===== config.mk =====
export PLATFORM = sky130hd
export DESIGN_NAME = http_byte_range_parser_unit_flat
export DESIGN_NICKNAME = d
export VERILOG_FILES = /design/src/rtl/brp_pkg.sv /design/src/rtl/brp_hdr_if.sv /design/src/rtl/brp_vrd_if.sv /design/src/rtl/brp_scan.sv /design/src/rtl/brp_judge.sv /design/src/rtl/http_byte_range_parser_unit.sv /design/src/flat_wrapper.sv
export SDC_FILE = /design/constraint.sdc
export NUM_CORES = 1
export LEC_CHECK = 0
export ABC_AREA = 1
export BUFFER_PORTS_ARGS = -buffer_cell sky130_fd_sc_hd__buf_4
export CORE_MARGIN = 2
export CORE_UTILIZATION = 45
export CTS_CLUSTER_DIAMETER = 60
export CTS_CLUSTER_SIZE = 24
export DETAILED_ROUTE_END_ITERATION = 7
export SETUP_SLACK_MARGIN = 0.4
export SLEW_MARGIN = 10
export SYNTH_ARGS = -nofsm -noshare
export SYNTH_HDL_FRONTEND = slang
export SYNTH_SLANG_ARGS = --single-unit

===== constraint.sdc =====
create_clock -name clk_i -period 17.4 [get_ports clk_i]
set_input_delay 0.87 -clock clk_i [delete_from_list [all_inputs] [get_ports clk_i]]
set_output_delay 0.87 -clock clk_i [all_outputs]
set_load 0.01 [all_outputs]

===== src/rtl/brp_pkg.sv =====
// Shared types, constants and helpers of the byte range parser.
package brp_pkg;

  localparam int unsigned LEN_BITS_DEF = 48;
  localparam int unsigned PREFIX_LEN   = 6;

  localparam logic [7:0] CH_COMMA = 8'h2c;
  localparam logic [7:0] CH_DASH  = 8'h2d;
  localparam logic [7:0] CH_TAB   = 8'h09;
  localparam logic [7:0] CH_SPACE = 8'h20;
  localparam logic [7:0] CH_ZERO  = 8'h30;
  localparam logic [7:0] CH_NINE  = 8'h39;

  typedef enum logic [1:0] {
    PH_PREFIX = 2'd0,
    PH_START  = 2'd1,
    PH_END    = 2'd2
  } phase_e;

  typedef enum logic [1:0] {
    ST_EMPTY  = 2'd0,
    ST_DIGITS = 2'd1,
    ST_TAIL   = 2'd2,
    ST_BAD    = 2'd3
  } status_e;

  typedef enum logic [1:0] {
    OUT_FULL  = 2'd0,
    OUT_RANGE = 2'd1,
    OUT_UNSAT = 2'd2
  } outcome_e;

  // Parse summary handed from the scanner to the verdict stage.
  typedef struct packed {
    logic    rejected;
    logic    in_end;
    status_e start_st;
    status_e end_st;
  } brp_snap_t;

  // Expected character of the "bytes=" prefix at a given position.
  function automatic logic [7:0] prefix_char(input logic [2:0] pos);
    logic [7:0] ch;
    unique case (pos)
      3'd0:    ch = 8'h62;  // b
      3'd1:    ch = 8'h79;  // y
      3'd2:    ch = 8'h74;  // t
      3'd3:    ch = 8'h65;  // e
      3'd4:    ch = 8'h73;  // s
      3'd5:    ch = 8'h3d;  // =
      default: ch = 8'h00;
    endcase
    return ch;
  endfunction

  function automatic logic is_blank(input logic [7:0] ch);
    return (ch == CH_SPACE) || (ch == CH_TAB);
  endfunction

  function automatic logic is_digit(input logic [7:0] ch);
    return (ch >= CH_ZERO) && (ch <= CH_NINE);
  endfunction

endpackage


===== src/rtl/brp_hdr_if.sv =====
// Header character channel: valid, ready and one character transaction.
interface brp_hdr_if #(
  parameter int unsigned LenBits = brp_pkg::LEN_BITS_DEF
);
  logic               valid;
  logic               ready;
  logic [7:0]         header_char;
  logic [LenBits-1:0] resource_length;
  logic               is_last_char;

  modport source (
    output valid, header_char, resource_length, is_last_char,
    input  ready
  );
  modport sink (
    input  valid, header_char, resource_length, is_last_char,
    output ready
  );
endinterface


===== src/rtl/brp_vrd_if.sv =====
// Verdict channel: valid, ready and one verdict transaction.
interface brp_vrd_if #(
  parameter int unsigned LenBits = brp_pkg::LEN_BITS_DEF
);
  logic               valid;
  logic               ready;
  logic [1:0]         outcome;
  logic [LenBits-1:0] first_byte;
  logic [LenBits-1:0] last_byte;

  modport source (
    output valid, outcome, first_byte, last_byte,
    input  ready
  );
  modport sink (
    input  valid, outcome, first_byte, last_byte,
    output ready
  );
endinterface


===== src/rtl/brp_scan.sv =====
// Character scanner: prefix match, number accumulation and parse snapshot.
module brp_scan #(
  parameter int unsigned LenBits = brp_pkg::LEN_BITS_DEF
) (
  input  logic                clk_i,
  input  logic                rst_ni,
  input  logic                adv_i,
  input  logic                valid_i,
  input  logic [7:0]          char_i,
  input  logic [LenBits-1:0]  len_i,
  input  logic                last_i,
  output logic                snap_valid_o,
  output brp_pkg::brp_snap_t  snap_o,
  output logic [LenBits-1:0]  start_o,
  output logic [LenBits-1:0]  end_o,
  output logic [LenBits-1:0]  len_o
);

  localparam int unsigned AccBits = LenBits + 4;

  brp_pkg::phase_e  phase_q, phase_d;
  brp_pkg::status_e start_st_q, start_st_d;
  brp_pkg::status_e end_st_q, end_st_d;
  logic [2:0]         pos_q, pos_d;
  logic               rej_q, rej_d;
  logic [LenBits-1:0] start_q, start_d;
  logic [LenBits-1:0] end_q, end_d;

  logic [AccBits-1:0] start_mac, end_mac;
  logic [AccBits-1:0] digit_ext;
  logic               start_ovf, end_ovf;
  logic               prefix_hit;
  logic               do_feed_start, do_feed_end;
  logic               take;

  logic               snap_valid_q;
  brp_pkg::brp_snap_t snap_q;
  logic [LenBits-1:0] snap_start_q, snap_end_q, snap_len_q;

  // One decimal step for a field: status after one more character.
  function automatic brp_pkg::status_e feed(input brp_pkg::status_e st,
                                            input logic [7:0] ch,
                                            input logic ovf);
    brp_pkg::status_e nx;
    nx = brp_pkg::ST_BAD;
    if (st == brp_pkg::ST_BAD) begin
      nx = brp_pkg::ST_BAD;
    end else if (brp_pkg::is_blank(ch)) begin
      nx = (st == brp_pkg::ST_EMPTY) ? brp_pkg::ST_EMPTY : brp_pkg::ST_TAIL;
    end else if (brp_pkg::is_digit(ch)) begin
      nx = (st == brp_pkg::ST_TAIL || ovf) ? brp_pkg::ST_BAD : brp_pkg::ST_DIGITS;
    end
    return nx;
  endfunction

  assign take       = adv_i && valid_i;
  assign digit_ext  = {{LenBits{1'b0}}, char_i[3:0]};
  assign start_mac  = ({4'b0, start_q} << 3) + ({4'b0, start_q} << 1) + digit_ext;
  assign end_mac    = ({4'b0, end_q} << 3) + ({4'b0, end_q} << 1) + digit_ext;
  assign start_ovf  = |start_mac[AccBits-1:LenBits];
  assign end_ovf    = |end_mac[AccBits-1:LenBits];
  assign prefix_hit = (char_i == brp_pkg::prefix_char(pos_q));

  assign do_feed_start = !rej_q && (phase_q == brp_pkg::PH_START) &&
                         (char_i != brp_pkg::CH_COMMA) && (char_i != brp_pkg::CH_DASH);
  assign do_feed_end   = !rej_q && (phase_q == brp_pkg::PH_END) &&
                         (char_i != brp_pkg::CH_COMMA);

  // Next phase
  always_comb begin
    phase_d = phase_q;
    if (!rej_q) begin
      unique case (phase_q)
        brp_pkg::PH_PREFIX: begin
          if (prefix_hit && pos_q == 3'(brp_pkg::PREFIX_LEN - 1)) phase_d = brp_pkg::PH_START;
        end
        brp_pkg::PH_START: begin
          if (char_i == brp_pkg::CH_DASH) phase_d = brp_pkg::PH_END;
        end
        brp_pkg::PH_END: phase_d = brp_pkg::PH_END;
        default: phase_d = brp_pkg::PH_PREFIX;
      endcase
    end
  end

  // Datapath and flags
  always_comb begin
    pos_d      = pos_q;
    rej_d      = rej_q;
    start_d    = start_q;
    end_d      = end_q;
    start_st_d = start_st_q;
    end_st_d   = end_st_q;
    if (!rej_q) begin
      if (phase_q == brp_pkg::PH_PREFIX) begin
        if (prefix_hit) pos_d = pos_q + 3'd1;
        else            rej_d = 1'b1;
      end else if (char_i == brp_pkg::CH_COMMA) begin
        rej_d = 1'b1;
      end
    end
    if (do_feed_start) begin
      start_st_d = feed(start_st_q, char_i, start_ovf);
      if (start_st_d == brp_pkg::ST_BAD) rej_d = 1'b1;
      if (start_st_d == brp_pkg::ST_DIGITS && brp_pkg::is_digit(char_i)) begin
        start_d = start_mac[LenBits-1:0];
      end
    end
    if (do_feed_end) begin
      end_st_d = feed(end_st_q, char_i, end_ovf);
      if (end_st_d == brp_pkg::ST_DIGITS && brp_pkg::is_digit(char_i)) begin
        end_d = end_mac[LenBits-1:0];
      end
    end
  end

  // Parse state: back to reset after the final character
  always_ff @(posedge clk_i or negedge rst_ni) begin
    if (!rst_ni) begin
      phase_q    <= brp_pkg::PH_PREFIX;
      pos_q      <= 3'd0;
      rej_q      <= 1'b0;
      start_q    <= '0;
      end_q      <= '0;
      start_st_q <= brp_pkg::ST_EMPTY;
      end_st_q   <= brp_pkg::ST_EMPTY;
    end else if (take) begin
      if (last_i) begin
        phase_q    <= brp_pkg::PH_PREFIX;
        pos_q      <= 3'd0;
        rej_q      <= 1'b0;
        start_q    <= '0;
        end_q      <= '0;
        start_st_q <= brp_pkg::ST_EMPTY;
        end_st_q   <= brp_pkg::ST_EMPTY;
      end else begin
        phase_q    <= phase_d;
        pos_q      <= pos_d;
        rej_q      <= rej_d;
        start_q    <= start_d;
        end_q      <= end_d;
        start_st_q <= start_st_d;
        end_st_q   <= end_st_d;
      end
    end
  end

  always_ff @(posedge clk_i or negedge rst_ni) begin
    if (!rst_ni) begin
      snap_valid_q <= 1'b0;
    end else if (adv_i) begin
      snap_valid_q <= valid_i && last_i;
    end
  end

  always_ff @(posedge clk_i) begin
    if (take && last_i) begin
      snap_q.rejected <= rej_d;
      snap_q.in_end   <= (phase_d == brp_pkg::PH_END);
      snap_q.start_st <= start_st_d;
      snap_q.end_st   <= end_st_d;
      snap_start_q    <= start_d;
      snap_end_q      <= end_d;
      snap_len_q      <= len_i;
    end
  end

  assign snap_valid_o = snap_valid_q;
  assign snap_o       = snap_q;
  assign start_o      = snap_start_q;
  assign end_o        = snap_end_q;
  assign len_o        = snap_len_q;

endmodule


===== src/rtl/brp_judge.sv =====
// Verdict stage: range decision from the parse snapshot, into the result register.
module brp_judge #(
  parameter int unsigned LenBits = brp_pkg::LEN_BITS_DEF
) (
  input  logic               clk_i,
  input  logic               rst_ni,
  input  logic               adv_i,
  input  logic               snap_valid_i,
  input  brp_pkg::brp_snap_t snap_i,
  input  logic [LenBits-1:0] start_i,
  input  logic [LenBits-1:0] end_i,
  input  logic [LenBits-1:0] len_i,
  output logic               valid_o,
  output logic [1:0]         outcome_o,
  output logic [LenBits-1:0] first_o,
  output logic [LenBits-1:0] last_o
);

  brp_pkg::outcome_e  outcome_d;
  logic [LenBits-1:0] first_d, last_d;
  logic               end_ok, end_ge_len, start_ge_len, end_lt_start;
  logic [LenBits-1:0] len_m1, len_sub_end;

  logic               valid_q;
  logic [1:0]         outcome_q;
  logic [LenBits-1:0] first_q, last_q;

  assign end_ok       = (snap_i.end_st == brp_pkg::ST_DIGITS) ||
                        (snap_i.end_st == brp_pkg::ST_TAIL);
  assign end_ge_len   = (end_i >= len_i);
  assign start_ge_len = (start_i >= len_i);
  assign end_lt_start = (end_i < start_i);
  assign len_m1       = len_i - LenBits'(1);
  assign len_sub_end  = len_i - end_i;

  always_comb begin
    outcome_d = brp_pkg::OUT_FULL;
    first_d   = '0;
    last_d    = '0;
    priority if (snap_i.rejected || !snap_i.in_end) begin
      outcome_d = brp_pkg::OUT_FULL;
    end else if (snap_i.start_st == brp_pkg::ST_EMPTY) begin
      priority if (!end_ok) begin
        outcome_d = brp_pkg::OUT_FULL;
      end else if (end_i == '0 || len_i == '0) begin
        outcome_d = brp_pkg::OUT_UNSAT;
      end else begin
        outcome_d = brp_pkg::OUT_RANGE;
        first_d   = end_ge_len ? '0 : len_sub_end;
        last_d    = len_m1;
      end
    end else if (start_ge_len) begin
      outcome_d = brp_pkg::OUT_UNSAT;
    end else if (snap_i.end_st == brp_pkg::ST_EMPTY) begin
      outcome_d = brp_pkg::OUT_RANGE;
      first_d   = start_i;
      last_d    = len_m1;
    end else if (!end_ok) begin
      outcome_d = brp_pkg::OUT_FULL;
    end else if (!end_ge_len && end_lt_start) begin
      // start is below the length here, so a clamped end never falls short
      outcome_d = brp_pkg::OUT_FULL;
    end else begin
      outcome_d = brp_pkg::OUT_RANGE;
      first_d   = start_i;
      last_d    = end_ge_len ? len_m1 : end_i;
    end
  end

  always_ff @(posedge clk_i or negedge rst_ni) begin
    if (!rst_ni) begin
      valid_q <= 1'b0;
    end else if (adv_i) begin
      valid_q <= snap_valid_i;
    end
  end

  always_ff @(posedge clk_i) begin
    if (adv_i && snap_valid_i) begin
      outcome_q <= outcome_d;
      first_q   <= first_d;
      last_q    <= last_d;
    end
  end

  assign valid_o   = valid_q;
  assign outcome_o = outcome_q;
  assign first_o   = first_q;
  assign last_o    = last_q;

endmodule


===== src/rtl/http_byte_range_parser_unit.sv =====
// Top level of the single byte range parser for HTTP Range headers.
//
// hdr_i takes one header character per transaction, with the resource length
// and a flag on the final character; the length is read only with that final
// character. verdict_o gives one transaction per header: outcome (serve full or
// malformed, satisfiable range, unsatisfiable) and the inclusive byte range,
// which reads zero unless the range is satisfiable.
//
// Pipeline: skid register, input register, scanner (state and snapshot),
// verdict register. One character is taken per cycle while verdict_o is not
// stalled. The final character's transaction passes the input register and the
// scanner snapshot before the verdict register presents it on verdict_o; the
// scanner's one-character state update sets the single-cycle pace.
// Reset clears every valid flag and returns the scanner to prefix matching;
// no clearing pass is needed. When the receiver stalls, the whole pipeline
// holds; one character that arrives in that cycle is parked in the skid
// register and hdr_i.ready drops until it has moved on.
module http_byte_range_parser_unit #(
  parameter int unsigned LenBits = brp_pkg::LEN_BITS_DEF
) (
  input  logic      clk_i,
  input  logic      rst_ni,
  brp_hdr_if.sink   hdr_i,
  brp_vrd_if.source verdict_o
);

  logic               stall, adv;
  logic               in_take;

  // Skid register
  logic               skid_valid_q;
  logic [7:0]         skid_char_q;
  logic [LenBits-1:0] skid_len_q;
  logic               skid_last_q;

  // Input register
  logic               in_valid_q;
  logic [7:0]         in_char_q;
  logic [LenBits-1:0] in_len_q;
  logic               in_last_q;

  logic               snap_valid;
  brp_pkg::brp_snap_t snap;
  logic [LenBits-1:0] snap_start, snap_end, snap_len;

  // Hold the whole pipeline while a verdict waits for the receiver.
  assign stall   = verdict_o.valid && !verdict_o.ready;
  assign adv     = !stall;
  assign in_take = hdr_i.valid && hdr_i.ready;

  assign hdr_i.ready = !skid_valid_q;

  always_ff @(posedge clk_i or negedge rst_ni) begin
    if (!rst_ni) begin
      skid_valid_q <= 1'b0;
    end else if (skid_valid_q) begin
      if (adv) skid_valid_q <= 1'b0;
    end else if (in_take && stall) begin
      skid_valid_q <= 1'b1;
    end
  end

  always_ff @(posedge clk_i) begin
    if (in_take && stall) begin
      skid_char_q <= hdr_i.header_char;
      skid_len_q  <= hdr_i.resource_length;
      skid_last_q <= hdr_i.is_last_char;
    end
  end

  // Advance the input register from the skid register first, else from the port.
  always_ff @(posedge clk_i or negedge rst_ni) begin
    if (!rst_ni) begin
      in_valid_q <= 1'b0;
    end else if (adv) begin
      in_valid_q <= skid_valid_q || in_take;
    end
  end

  always_ff @(posedge clk_i) begin
    if (adv) begin
      if (skid_valid_q) begin
        in_char_q <= skid_char_q;
        in_len_q  <= skid_len_q;
        in_last_q <= skid_last_q;
      end else begin
        in_char_q <= hdr_i.header_char;
        in_len_q  <= hdr_i.resource_length;
        in_last_q <= hdr_i.is_last_char;
      end
    end
  end

  brp_scan #(
    .LenBits(LenBits)
  ) u_scan (
    .clk_i       (clk_i),
    .rst_ni      (rst_ni),
    .adv_i       (adv),
    .valid_i     (in_valid_q),
    .char_i      (in_char_q),
    .len_i       (in_len_q),
    .last_i      (in_last_q),
    .snap_valid_o(snap_valid),
    .snap_o      (snap),
    .start_o     (snap_start),
    .end_o       (snap_end),
    .len_o       (snap_len)
  );

  brp_judge #(
    .LenBits(LenBits)
  ) u_judge (
    .clk_i       (clk_i),
    .rst_ni      (rst_ni),
    .adv_i       (adv),
    .snap_valid_i(snap_valid),
    .snap_i      (snap),
    .start_i     (snap_start),
    .end_i       (snap_end),
    .len_i       (snap_len),
    .valid_o     (verdict_o.valid),
    .outcome_o   (verdict_o.outcome),
    .first_o     (verdict_o.first_byte),
    .last_o      (verdict_o.last_byte)
  );

endmodule


===== src/flat_wrapper.sv =====
// flat-port wrapper written by rule: the top's interface ports become plain ports
module http_byte_range_parser_unit_flat 
#(
  parameter int unsigned LenBits = brp_pkg::LEN_BITS_DEF
)
  (clk_i, rst_ni, hdr_i_valid, hdr_i_header_char, hdr_i_resource_length, hdr_i_is_last_char, hdr_i_ready, verdict_o_valid, verdict_o_outcome, verdict_o_first_byte, verdict_o_last_byte, verdict_o_ready);
  brp_hdr_if #(.LenBits(LenBits)) hdr_i_i ();
  brp_vrd_if #(.LenBits(LenBits)) verdict_o_i ();
  input  logic clk_i;
  input  logic rst_ni;
  input wire logic [$bits(hdr_i_i.valid)-1:0] hdr_i_valid;
  input wire logic [$bits(hdr_i_i.header_char)-1:0] hdr_i_header_char;
  input wire logic [$bits(hdr_i_i.resource_length)-1:0] hdr_i_resource_length;
  input wire logic [$bits(hdr_i_i.is_last_char)-1:0] hdr_i_is_last_char;
  output wire logic [$bits(hdr_i_i.ready)-1:0] hdr_i_ready;
  output wire logic [$bits(verdict_o_i.valid)-1:0] verdict_o_valid;
  output wire logic [$bits(verdict_o_i.outcome)-1:0] verdict_o_outcome;
  output wire logic [$bits(verdict_o_i.first_byte)-1:0] verdict_o_first_byte;
  output wire logic [$bits(verdict_o_i.last_byte)-1:0] verdict_o_last_byte;
  input wire logic [$bits(verdict_o_i.ready)-1:0] verdict_o_ready;
  assign hdr_i_i.valid = hdr_i_valid;
  assign hdr_i_i.header_char = hdr_i_header_char;
  assign hdr_i_i.resource_length = hdr_i_resource_length;
  assign hdr_i_i.is_last_char = hdr_i_is_last_char;
  assign hdr_i_ready = hdr_i_i.ready;
  assign verdict_o_valid = verdict_o_i.valid;
  assign verdict_o_outcome = verdict_o_i.outcome;
  assign verdict_o_first_byte = verdict_o_i.first_byte;
  assign verdict_o_last_byte = verdict_o_i.last_byte;
  assign verdict_o_i.ready = verdict_o_ready;
  http_byte_range_parser_unit #(.LenBits(LenBits)) u_core (.clk_i(clk_i), .rst_ni(rst_ni), .hdr_i(hdr_i_i), .verdict_o(verdict_o_i));
endmodule

Word-level counts from Yosys, hierarchy flattened
Index checks and enable logic that the tools add are counted.
Operators by class
  $add $sub $neg: 7
  $lt $le $gt $ge: 5
  equal/unequal tests: 25
  muxes and demuxes: 68
  reduce and logical (&&, ||, !) cells: 43
Operators with widths (count)
  two-way mux 48 bit: 23
  adder 51 x 49 -> 52 bit: 2
  adder 52 x 4 -> 52 bit: 2
  greater-or-equal comparator 48 bit: 2
  logical NOT 48 bit: 2
  less-than comparator 48 bit: 1
  two-way mux 2 bit: 24
  subtractor 48 x 1 -> 48 bit, second input constant: 1
  subtractor 48 bit: 1
  one-hot mux 7 bit (6 select lines): 1
  equality test 8 x 6 -> 1 bit, second input constant: 3
  logical AND 1 bit: 17
  equality test 2 bit, second input constant: 8
  != test 8 x 6 -> 1 bit, second input constant: 2
  two-way mux 1 bit: 14
  two-way mux 3 bit: 4
  logical NOT 2 bit: 5
  equality test 2 x 1 -> 1 bit, second input constant: 4
  equality test 8 x 4 -> 1 bit, second input constant: 1
  equality test 8 bit: 1
  greater-or-equal comparator 8 x 6 -> 1 bit, second input constant: 1
  less-or-equal comparator 8 x 6 -> 1 bit, second input constant: 1
  two-way mux 8 bit: 1
  OR reduction 4 bit: 2
  11 further kinds: 25
Storage, ports and cells
  bits in registers: 472
  input bits: 61
  output and inout bits: 100
  word-level logic and storage cells: 175

Longest topological paths before layout
Gate-level depths: netlist of run 1.
  word-level depth: 14
  gate-level depth with buffers: 24
  gate-level depth less buffers: 22

Cells and area by module
From an unflattened synthesis of run 1, not the netlist that was laid out.
Second synthesis, totals
  cells, all modules: 4935
  area, all modules: 36413.7 um^2
By module, submodules not included
  brp_scan: instances 1, cells each 2623, area each 19298.5 um^2, sequential area each 7181.9 um^2
  brp_judge: instances 1, cells each 2002, area each 12874.8 um^2, sequential area each 2967.8 um^2
  http_byte_range_parser_unit: instances 1, cells each 310, area each 4240.3 um^2, sequential area each 3473.3 um^2

Least setup slack after synthesis of run 1
Ideal clock, no wire load.
  kind: in2reg
  from: input verdict_o_ready
  to: register u_core.u_scan.pos_q[0]
  library setup time: 0.133 ns
  data arrival time: 8.495 ns
  data required time: 17.267 ns
  path slack: 8.772 ns
  stages on the path: 8
  path through: nor2_1 > nor2_1 > inv_1 > clkbuf_1 > nor2_1 > nor2_1 > nand2_1 > o21ai_0
On the way
  longest elaborated chain between the ends: 5
Ends and longest elaborated chain
  start, declared: line flat_wrapper.sv:20  | input wire logic [$bits(verdict_o_i.ready)-1:0] verdict_o_ready;
  logical NOT 1 bit: line http_byte_range_parser_unit.sv:47  | assign stall = verdict_o.valid && !verdict_o.ready;
  logical AND 1 bit: line http_byte_range_parser_unit.sv:47
  logical NOT 1 bit: line http_byte_range_parser_unit.sv:48  | assign adv = !stall;
  logical AND 1 bit: line brp_scan.sv:56  | assign take = adv_i && valid_i;
  AND reduction 4 bit (no line)
  end signal, assigned: line brp_scan.sv:138  | pos_q <= pos_d;
  end, declared: line brp_scan.sv:24  | logic [2:0] pos_q, pos_d;
No other way between the ends.
A chain may end at the register's enable or synchronous reset.

Worst setup path after layout of run 1
  from: register u_core.in_char_q[2]
  to: register u_core.u_scan.end_q[14]
On the way
  longest elaborated chain between the ends: 13
  elaborated cells between the ends (all ways): 21
  those cells by class: 1 x add/sub; 2 x order compare; 4 x eq/ne; 8 x mux; 6 x reduce/logical
Ends and longest elaborated chain
  start, declared: line http_byte_range_parser_unit.sv:38  | logic [7:0] in_char_q;
  start signal, assigned: line http_byte_range_parser_unit.sv:83  | in_char_q <= skid_char_q;
  start signal, assigned: line http_byte_range_parser_unit.sv:87  | in_char_q <= hdr_i.header_char;
  adder 52 x 4 -> 52 bit: line brp_scan.sv:59  | assign end_mac = ({4'b0, end_q} << 3) + ({4'b0, end_q} << 1) + digit_ext;
  OR reduction 4 bit: line brp_scan.sv:61  | assign end_ovf = |end_mac[AccBits-1:LenBits];
  logical OR 1 bit: line brp_scan.sv:51  | nx = (st == brp_pkg::ST_TAIL || ovf) ? brp_pkg::ST_BAD : brp_pkg::ST_DIGITS;
  two-way mux 2 bit: line brp_scan.sv:51
  two-way mux 2 bit: line brp_scan.sv:50  | end else if (brp_pkg::is_digit(ch)) begin
  two-way mux 2 bit: line brp_scan.sv:48  | end else if (brp_pkg::is_blank(ch)) begin
  two-way mux 2 bit: line brp_scan.sv:46  | if (st == brp_pkg::ST_BAD) begin
  two-way mux 2 bit: line brp_scan.sv:109  | if (do_feed_end) begin
  equality test 2 x 1 -> 1 bit: line brp_scan.sv:111  | if (end_st_d == brp_pkg::ST_DIGITS && brp_pkg::is_digit(char_i)) begin
  logical AND 1 bit: line brp_scan.sv:111
  two-way mux 48 bit: line brp_scan.sv:111
  two-way mux 48 bit *: line brp_scan.sv:109
  named net u_core.u_scan.end_d[14]: line brp_scan.sv:27  | logic [LenBits-1:0] end_q, end_d;
  two-way mux 48 bit *: line brp_scan.sv:128  | if (last_i) begin
  end signal, assigned: line brp_scan.sv:141  | end_q <= end_d;
  end, declared: line brp_scan.sv:27
The timed path passes the listed nets; every way through them passes the cells marked *. The select of a mux whose other input is x is not followed.

==> run_summary.xml, run 1 <==
<?xml version="1.0" encoding="UTF-8"?>
<metrics>
  <group name="global_routing">
    <metric name="globalRoute.totalOverflow" unit="">0</metric>
    <metric name="vias_in_the_first_global_route" unit="">30500</metric>
    <metric name="grt.total_usage" unit="">0.288</metric>
    <metric name="wire_length_of_the_first_global_routing_pass" unit="mm">180</metric>
    <metric name="grt_antenna_before_repair" unit="">2</metric>
    <metric name="grt_max_degree" unit="">83</metric>
  </group>
  <group name="timing">
    <metric name="min_period_over_period" unit="">0.249</metric>
    <metric name="layout_min_cycle_time" unit="ps">4340</metric>
    <metric name="unrepaired_setup_endpoints_after_global_routing" unit="">no</metric>
    <metric name="setup_viol" unit="">0</metric>
    <metric name="tightestPinTransition" unit="ps">954</metric>
    <metric name="setup-tns-final" unit="ps">0</metric>
    <metric name="max-slew-margin-rel" unit="">0.364</metric>
    <metric name="worst_clock_skew" unit="ps">45.3</metric>
    <metric name="post-route-worst-setup-slack" unit="ps">13060</metric>
    <metric name="slew_viol_final" unit="">0</metric>
    <metric name="finalHoldViolCount" unit="">0</metric>
    <metric name="max_clock_freq" unit="MHz">231</metric>
  </group>
  <group name="clocking">
    <metric name="clock_insertion_delay_worst_skew" unit="ps">630</metric>
    <metric name="cts.sink_count" unit="">472</metric>
    <metric name="tritoncts" unit="">done</metric>
    <metric name="post_cts.repair.setup_buffers" unit="">0</metric>
    <metric name="clk_pin_slew_worst_paths" unit="ps">70</metric>
    <metric name="clock-root-buffer" unit="">clkbuf_16</metric>
    <metric name="cts_buffers" unit="">46</metric>
    <metric name="htreeDepth" unit="">2</metric>
    <metric name="postCtsResizedCells" unit="">0</metric>
    <metric name="postCtsHoldBufs" unit="">0</metric>
    <metric name="clk_path_buf_depth" unit="">3</metric>
  </group>
  <group name="power_and_ir_drop">
    <metric name="pwr_density_cell" unit="nW/um2">107</metric>
    <metric name="clockPowerShare" unit="">0.264</metric>
    <metric name="power_switching" unit="mW">1.72</metric>
    <metric name="power.ir.vdd_worst" unit="mV">0.0825</metric>
    <metric name="switching_share" unit="">0.411</metric>
    <metric name="p_int" unit="mW">2.46</metric>
    <metric name="pwr-share-seq" unit="">0.398</metric>
    <metric name="power_leakage" unit="nW">19.2</metric>
    <metric name="share_of_total_power_in_combinational_logic" unit="">0.339</metric>
  </group>
  <group name="setup_path">
    <metric name="crit_cells" unit="">21</metric>
    <metric name="setup.worst_path.end_class" unit="">flop</metric>
    <metric name="critPathMaxFanout" unit="">28</metric>
    <metric name="path_common_cell" unit="">nand2_1</metric>
    <metric name="worst_r2r_endpoint" unit="">u_core.u_scan.end_q[14]</metric>
    <metric name="critical_path_start_type" unit="">flop</metric>
    <metric name="worst-endpoint-arrival" unit="ps">4870</metric>
    <metric name="ff2ff_path_depth" unit="">21</metric>
    <metric name="criticalPathCategory" unit="">flop to flop</metric>
    <metric name="regToRegStartpoint" unit="">u_core.in_char_q[2]</metric>
    <metric name="crit_family" unit="">simple AND/OR/NAND/NOR gates</metric>
    <metric name="crit_chain" unit="">ha_1 &gt; ha_1 &gt; fa_1 &gt; nand2_1 &gt; nand3_1 &gt; nand3_1 &gt; nand2_1 &gt; nand2_1 &gt; nand2_1 &gt; nand2_1 &gt; nand3_1 &gt; nand2_1 &gt; nand2_1 &gt; nor2_1 &gt; nand2_1 &gt; nand2_2 &gt; buf_4 &gt; nand4_1 &gt; nand2_1 &gt; nand2_1 &gt; nand2_1</metric>
    <metric name="cp_data_required_time" unit="ps">17930</metric>
    <metric name="cpPeakStageDelay" unit="ps">540</metric>
    <metric name="crit_slowest_cell" unit="">edfxtp_1</metric>
    <metric name="crit_buf_inv" unit="">1</metric>
    <metric name="ff_to_ff_setup_slack" unit="ps">13060</metric>
  </group>
  <group name="placed_design">
    <metric name="place_inst" unit="">5739</metric>
    <metric name="hpwlAfterDp" unit="mm">94.1</metric>
    <metric name="io_buffers" unit="">160</metric>
    <metric name="dpl_worst_slack" unit="ps">13070</metric>
    <metric name="place.gp.congestion" unit="">1.03</metric>
  </group>
  <group name="flow_run">
    <metric name="maxcap_viol_count" unit="">0</metric>
  </group>
  <group name="die">
    <metric name="core" unit="um2">77500</metric>
    <metric name="die_width" unit="um">284</metric>
    <metric name="row_count" unit="">102</metric>
    <metric name="chipHeight" unit="um">284</metric>
    <metric name="effective_utilization_at_floorplan" unit="">0.455</metric>
    <metric name="boundaryPins" unit="">161</metric>
    <metric name="die_area" unit="um2">80500</metric>
  </group>
  <group name="routing">
    <metric name="via_per_inst" unit="">5.40</metric>
    <metric name="drc" unit="">0</metric>
    <metric name="vias" unit="">31500</metric>
    <metric name="drt_wl_cell" unit="um">20.3</metric>
    <metric name="postRouteAntennaNets" unit="">0</metric>
    <metric name="drt_iter0_markers" unit="">2745</metric>
    <metric name="totalWireLength" unit="mm">118</metric>
    <metric name="drt_pre_antenna_iters" unit="">6</metric>
  </group>
  <group name="synth">
    <metric name="post_synth_fa_ha_maj_area_fraction" unit="">0.124</metric>
    <metric name="synth_warnings" unit="">0</metric>
    <metric name="synth_enable_flop_cells" unit="">362</metric>
    <metric name="ys_seq_elements" unit="">472</metric>
    <metric name="synth.lib_cells_used.distinct" unit="">48</metric>
    <metric name="synth.yosys.seq_area_share" unit="">0.387</metric>
    <metric name="synth_top_family_by_area" unit="">simple AND/OR/NAND/NOR gates</metric>
    <metric name="synthSimpleGateAreaFrac" unit="">0.281</metric>
    <metric name="synthesis.nets" unit="">5045</metric>
    <metric name="synth-xor-area-share" unit="">0.0425</metric>
    <metric name="postSynth.topFlopCell" unit="">edfxtp_1</metric>
    <metric name="synth_cells" unit="">4639</metric>
    <metric name="synth.largest_area_cell" unit="">edfxtp_1</metric>
    <metric name="synth.top_cell.area_share" unit="">0.309</metric>
    <metric name="synth.area.top_cells" unit="">edfxtp_1 (31%), nand2_1 (16%), ha_1 (12%)</metric>
    <metric name="syn_area_cell" unit="um2">7.59</metric>
    <metric name="synth.cell_area" unit="um2">35200</metric>
    <metric name="compound_gate_portion_of_the_synthesized_area" unit="">0.0857</metric>
    <metric name="asyncSetResetFlopFracSynth" unit="">0.233</metric>
    <metric name="synthMuxAreaShare" unit="">0</metric>
  </group>
  <group name="cells_and_area">
    <metric name="layout_net_count" unit="">5153</metric>
    <metric name="multi_input_area" unit="um2">18900</metric>
    <metric name="postLayoutCoreUtil" unit="">0.505</metric>
    <metric name="register_area" unit="um2">13600</metric>
    <metric name="areaGrowthSynthToFinish" unit="%">11.1</metric>
    <metric name="final_layout_size_suffix_gt1_frac" unit="">0.0708</metric>
    <metric name="layout.cells.non_filler" unit="">5826</metric>
    <metric name="final.fill_count" unit="">7747</metric>
  </group>
  <group name="worst_hold_path">
    <metric name="hold_class" unit="">input port to async pin</metric>
  </group>
  <group name="run_status">
    <metric name="status" unit="">completed</metric>
  </group>
</metrics>
==> state kept, by name, indices dropped and copies added, names as in the netlist, 48 cells and up <==
register / count
u_core.u_scan.start_o: 48
u_core.u_scan.start_q: 48
u_core.u_judge.last_o: 48
u_core.u_scan.end_o: 48
u_core.in_len_q: 48
u_core.skid_len_q: 48
u_core.u_scan.end_q: 48
u_core.u_scan.len_o: 48
u_core.u_judge.first_o: 48
==> per-stage QoR <==
stage	power [mW]	hold slack [ps]	cell area, um2
3_5_place_dp	3.08	405	37400
4_1_cts	4.19	47.0	39100
2_1_floorplan	2.55	400	35200
3_3_place_gp	3.08	403	37400
5_1_grt	4.41	54.6	39100
6_report	4.18	73.8	39100
==> logic make-up (layout without fill, tap and decap cells) <==
group / after synthesis / in the layout
flops: 472 / 472
compound gates: 560 / 560
fa+ha+maj: 345 / 345
xor+xnor: 171 / 171
buf+inv: 718 / 864
simple gates: 2373 / 2373
other cells: 0 / 1
==> routing by layer <==
metal	wire length [um]	vias to the layer above	track usage
met5	0	-	0
met4	3770	0	0.0893
met3	6840	167	0.0313
met2	55000	886	0.479
met1	52600	14900	0.395
li1	-	15500	-
==> worst max-delay path by stage <==
stage / start / end / slack [ps]
6_report: u_core.in_char_q[2] / u_core.u_scan.end_q[14] / 13060
5_1_grt: u_core.in_char_q[3] / u_core.u_scan.end_q[11] / 12760
4_1_cts: u_core.in_char_q[2] / u_core.u_scan.end_q[14] / 13040
3_5_place_dp: u_core.in_char_q[2] / u_core.u_scan.end_q[14] / 13070
3_3_place_gp: u_core.in_char_q[2] / u_core.u_scan.end_o[11] / 13080
2_1_floorplan: verdict_o_ready / u_core.u_scan.pos_q[0] / 8770
==> layout by cell type, fill, tap and decap left out, types with 41 or more instances in the layout <==
cell type,count
nand2_1,1496
inv_1,574
edfxtp_1,362
nor2_1,340
ha_1,340
a21oi_1,325
nand3_1,256
buf_4,185
nand4_1,147
o21ai_0,142
xor2_1,122
dfrtp_1,109
xnor2_1,49
clkbuf_16,46
nor3_1,41
==> synthesized netlist by cell type (4+ instances only) <==
cell	count
nand4_1	147
a21o_1	20
nand2_1	1497
edfxtp_1	362
xnor2_1	49
inv_1	576
nand3_1	257
ha_1	340
clkbuf_1	66
dfrtp_1	110
a21oi_1	327
o211ai_1	4
buf_4	11
buf_2	30
buf_6	8
nand2_2	8
fa_1	5
o21ai_1	5
nor3_2	5
and2_1	13
inv_2	15
o21ai_0	142
buf_1	10
xor2_1	122
a31oi_1	14
nor3_1	41
or2_2	9
o21bai_1	27
and3_1	5
nor2_1	348
nor2_2	9
nor4_1	27
==> area by class of cell <==
class / count / area share
multi-input cells: 3449 / 0.482
flip-flops and latches: 472 / 0.348
inverters: 593 / 0.0569
repair buffers: 185 / 0.0355
well taps: 1040 / 0.0333
clock buffers: 48 / 0.0301
clock inverters: 38 / 0.0138
diodes: 1 / 0.0000640
==> power by group through the flow <==
stage / Clock [mW] / Sequential [mW] / Combinational (mW)
floorplan: 0 / 1.63 / 0.916
global placement: 0 / 1.68 / 1.40
finish: 1.10 / 1.66 / 1.41
CTS: 1.12 / 1.65 / 1.41
global route: 1.16 / 1.67 / 1.57
detailed placement: 0 / 1.68 / 1.41
Note: power is estimated with default switching activity, not from simulation.
==> run 2: changes to the inputs <==
==> constraint.sdc (replaced) <==
create_clock -name clk_i -period 4.24 [get_ports clk_i]
set_input_delay 0.212 -clock clk_i [delete_from_list [all_inputs] [get_ports clk_i]]
set_output_delay 0.212 -clock clk_i [all_outputs]
set_load 0.01 [all_outputs]
==> run 2 against run 1 <==
Register-to-register slack worse by 12000 ps. Global-route usage increased by 1.1 points. Final cell count up 1.7%. Final area is 3.1% higher. Via count rose by 1.9%. Routed wire length up 4.4%. Total power increased to 4.2 times the previous value.
==> run_summary.xml, run 2 (same netlist as run 1, synthesis figures left out) <==
<?xml version="1.0" encoding="UTF-8"?>
<metrics>
  <group name="global_routing">
    <metric name="grt.total_usage" unit="">0.300</metric>
    <metric name="grt_antenna_before_repair" unit="">0</metric>
    <metric name="wire_length_of_the_first_global_routing_pass" unit="mm">186</metric>
    <metric name="globalRoute.totalOverflow" unit="">0</metric>
    <metric name="vias_in_the_first_global_route" unit="">31200</metric>
    <metric name="grt_max_degree" unit="">85</metric>
  </group>
  <group name="timing">
    <metric name="max-slew-margin-rel" unit="">0.304</metric>
    <metric name="hold-worst-slack" unit="ps">93.5</metric>
    <metric name="setup-tns-final" unit="ps">0</metric>
    <metric name="worst_clock_skew" unit="ps">33.5</metric>
    <metric name="unrepaired_setup_endpoints_after_global_routing" unit="">yes</metric>
    <metric name="min_period_over_period" unit="">0.863</metric>
    <metric name="max_clock_freq" unit="MHz">273</metric>
    <metric name="setup_viol" unit="">0</metric>
    <metric name="tightestPinTransition" unit="ps">1040</metric>
    <metric name="finalHoldViolCount" unit="">0</metric>
    <metric name="layout_min_cycle_time" unit="ps">3660</metric>
    <metric name="slew_viol_final" unit="">0</metric>
  </group>
  <group name="die">
    <metric name="chipHeight" unit="um">284</metric>
    <metric name="core" unit="um2">77500</metric>
    <metric name="boundaryPins" unit="">161</metric>
    <metric name="row_count" unit="">102</metric>
    <metric name="die_width" unit="um">284</metric>
    <metric name="effective_utilization_at_floorplan" unit="">0.455</metric>
    <metric name="die_area" unit="um2">80500</metric>
  </group>
  <group name="setup_path">
    <metric name="worst-endpoint-arrival" unit="ps">4210</metric>
    <metric name="crit_slowest_cell" unit="">a21oi_1</metric>
    <metric name="cpPeakStageDelay" unit="ps">480</metric>
    <metric name="path_common_cell" unit="">nand2_1</metric>
    <metric name="crit_family" unit="">compound AO/OA/AOI/OAI gates</metric>
    <metric name="cp_data_required_time" unit="ps">4790</metric>
    <metric name="setup.worst_path.end_class" unit="">flop</metric>
    <metric name="critPathMaxFanout" unit="">6</metric>
    <metric name="crit_buf_inv" unit="">1</metric>
    <metric name="criticalPathCategory" unit="">flop to flop</metric>
    <metric name="critical_path_start_type" unit="">flop</metric>
    <metric name="crit_chain" unit="">buf_4 &gt; fa_1 &gt; ha_1 &gt; a21oi_1 &gt; nand2_1 &gt; nand2_1 &gt; nand2_2 &gt; a21oi_1 &gt; o21ai_0 &gt; a21oi_1 &gt; xnor2_1 &gt; nand4_1 &gt; nand2_1 &gt; nand2_1 &gt; nand2_1</metric>
  </group>
  <group name="cells_and_area">
    <metric name="fin_area" unit="um2">40300</metric>
    <metric name="final.fill_count" unit="">7741</metric>
    <metric name="n_antenna_cell" unit="">0</metric>
    <metric name="layout_commonest_cell" unit="">nand2_1</metric>
    <metric name="layout.cells.non_filler" unit="">5927</metric>
    <metric name="final_layout_size_suffix_gt1_frac" unit="">0.0790</metric>
    <metric name="most-common-layout-cells" unit="">nand2_1 (1,493), inv_1 (574), edfxtp_1 (362), nor2_1 (340), ha_1 (340)</metric>
    <metric name="layout_net_count" unit="">5256</metric>
    <metric name="areaGrowthSynthToFinish" unit="%">14.5</metric>
  </group>
  <group name="clocking">
    <metric name="clk_path_buf_depth" unit="">3</metric>
    <metric name="clock-root-buffer" unit="">clkbuf_16</metric>
    <metric name="cts.sink_count" unit="">472</metric>
    <metric name="tritoncts" unit="">done</metric>
    <metric name="htreeDepth" unit="">2</metric>
    <metric name="clk_pin_slew_worst_paths" unit="ps">80</metric>
    <metric name="cts_buffers" unit="">46</metric>
    <metric name="clock_insertion_delay_worst_skew" unit="ps">630</metric>
  </group>
  <group name="run_status">
    <metric name="status" unit="">completed</metric>
  </group>
  <group name="placed_design">
    <metric name="hpwlAfterDp" unit="mm">97.5</metric>
    <metric name="io_buffers" unit="">160</metric>
    <metric name="place.gp.congestion" unit="">0.982</metric>
    <metric name="place_inst" unit="">5775</metric>
    <metric name="postPlaceCellArea" unit="um2">37900</metric>
  </group>
  <group name="routing">
    <metric name="drc" unit="">0</metric>
    <metric name="drt_iter0_markers" unit="">2490</metric>
    <metric name="vias" unit="">32100</metric>
    <metric name="postRouteAntennaNets" unit="">0</metric>
    <metric name="totalWireLength" unit="mm">123</metric>
    <metric name="drt_wl_cell" unit="um">20.8</metric>
    <metric name="via_per_inst" unit="">5.41</metric>
    <metric name="drt_pre_antenna_iters" unit="">7</metric>
  </group>
  <group name="power_and_ir_drop">
    <metric name="totalPowerFinal" unit="mW">17.7</metric>
    <metric name="pwr_density_cell" unit="nW/um2">438</metric>
    <metric name="power.ir.vdd_worst" unit="mV">0.348</metric>
    <metric name="power_leakage" unit="nW">19.7</metric>
  </group>
  <group name="flow_run">
    <metric name="maxcap_viol_count" unit="">0</metric>
  </group>
  <group name="worst_hold_path">
    <metric name="hold_class" unit="">input port to flop</metric>
  </group>
</metrics>
-- run 2: changes by cell type in the layout (fill, tap and decap cells not counted), moves of 4 or more --
cell,previous run,this run
dlygate4sd3_1,0,59
buf_4,185,210
buf_12,0,15
inv_6,3,7
-- run 2: worst paths after layout --
| check | start | endpoint | slack (ps) | cells past startpoint |
|---|---|---|---|---|
| hold reg to reg | u_core.in_len_q[3] | u_core.u_scan.len_o[3] | 410 | 0 |
| setup reg to reg | u_core.in_char_q[3] | u_core.u_scan.start_q[31] | 580 | 15 |
| hold / removal | verdict_o_ready | u_core.in_valid_q | 90 | 4 |
| setup / recovery | u_core.in_char_q[3] | u_core.u_scan.start_q[31] | 580 | 15 |
| min in group asynchronous | rst_ni | u_core.u_scan.end_q[9] | 210 | 2 |
| max in group asynchronous | rst_ni | u_core.u_scan.end_q[36] | 3170 | 3 |
-- run 2: cell type report --
class / count / area [um2] / area share
Multi-Input combinational cell: 3449 / 18900 / 0.468
Sequential cell: 472 / 13600 / 0.338
Timing Repair Buffer: 288 / 2550 / 0.0633
Inverter: 593 / 2230 / 0.0553
Tap cell: 1040 / 1300 / 0.0323
Clock buffer: 48 / 1170 / 0.0290
Clock inverter: 37 / 554 / 0.0137
-- run 2: what timing repair did --
| action | in CTS | in global routing |
|---|---|---|
| hold buffers | 59 | 0 |
| setup endpoints to repair | 0 | 188 |
| gates resized for setup | 0 | 9 |
| setup buffers | 0 | 5 |
| hold endpoints to repair | 168 | 0 |
-- run 2: through the flow --
stage | utilization | setup WS, ps
floorplan | - | 364
global placement | 0.489 | 542
detailed placement | 0.489 | 433
CTS | 0.519 | 423
global route | 0.520 | 377
finish | 0.520 | 580
-- run 2: report_power, final --
part	total (mW)	internal [mW]	switching (mW)	leakage, nW
clock	4.62	2.34	2.28	0.828
sequential	6.83	6.04	0.794	5.00
combinational	6.20	2.00	4.20	13.9
total	17.7	10.4	7.27	19.7
-- run 2: worst reg2reg max path: stages, from the launching register on --
cell,delay (ps)
edfxtp_1,470
buf_4,190
fa_1,370
ha_1,390
a21oi_1,190
nand2_1,150
nand2_1,100
nand2_2,80
a21oi_1,280
o21ai_0,300
a21oi_1,480
xnor2_1,220
nand4_1,130
nand2_1,130
nand2_1,60
nand2_1,70
-- run 2: per-layer routing --
| layer | global-route usage | routed length, um | part of all wire | up-vias |
|---|---|---|---|---|
| met4 | 0.101 | 4510 | 0.036 | 0 |
| met3 | 0.0282 | 6530 | 0.053 | 182 |
| met5 | 0 | 0 | 0 | - |
| met1 | 0.408 | 54500 | 0.44 | 15200 |
| met2 | 0.500 | 58000 | 0.47 | 968 |
| li1 | - | - | - | 15800 |
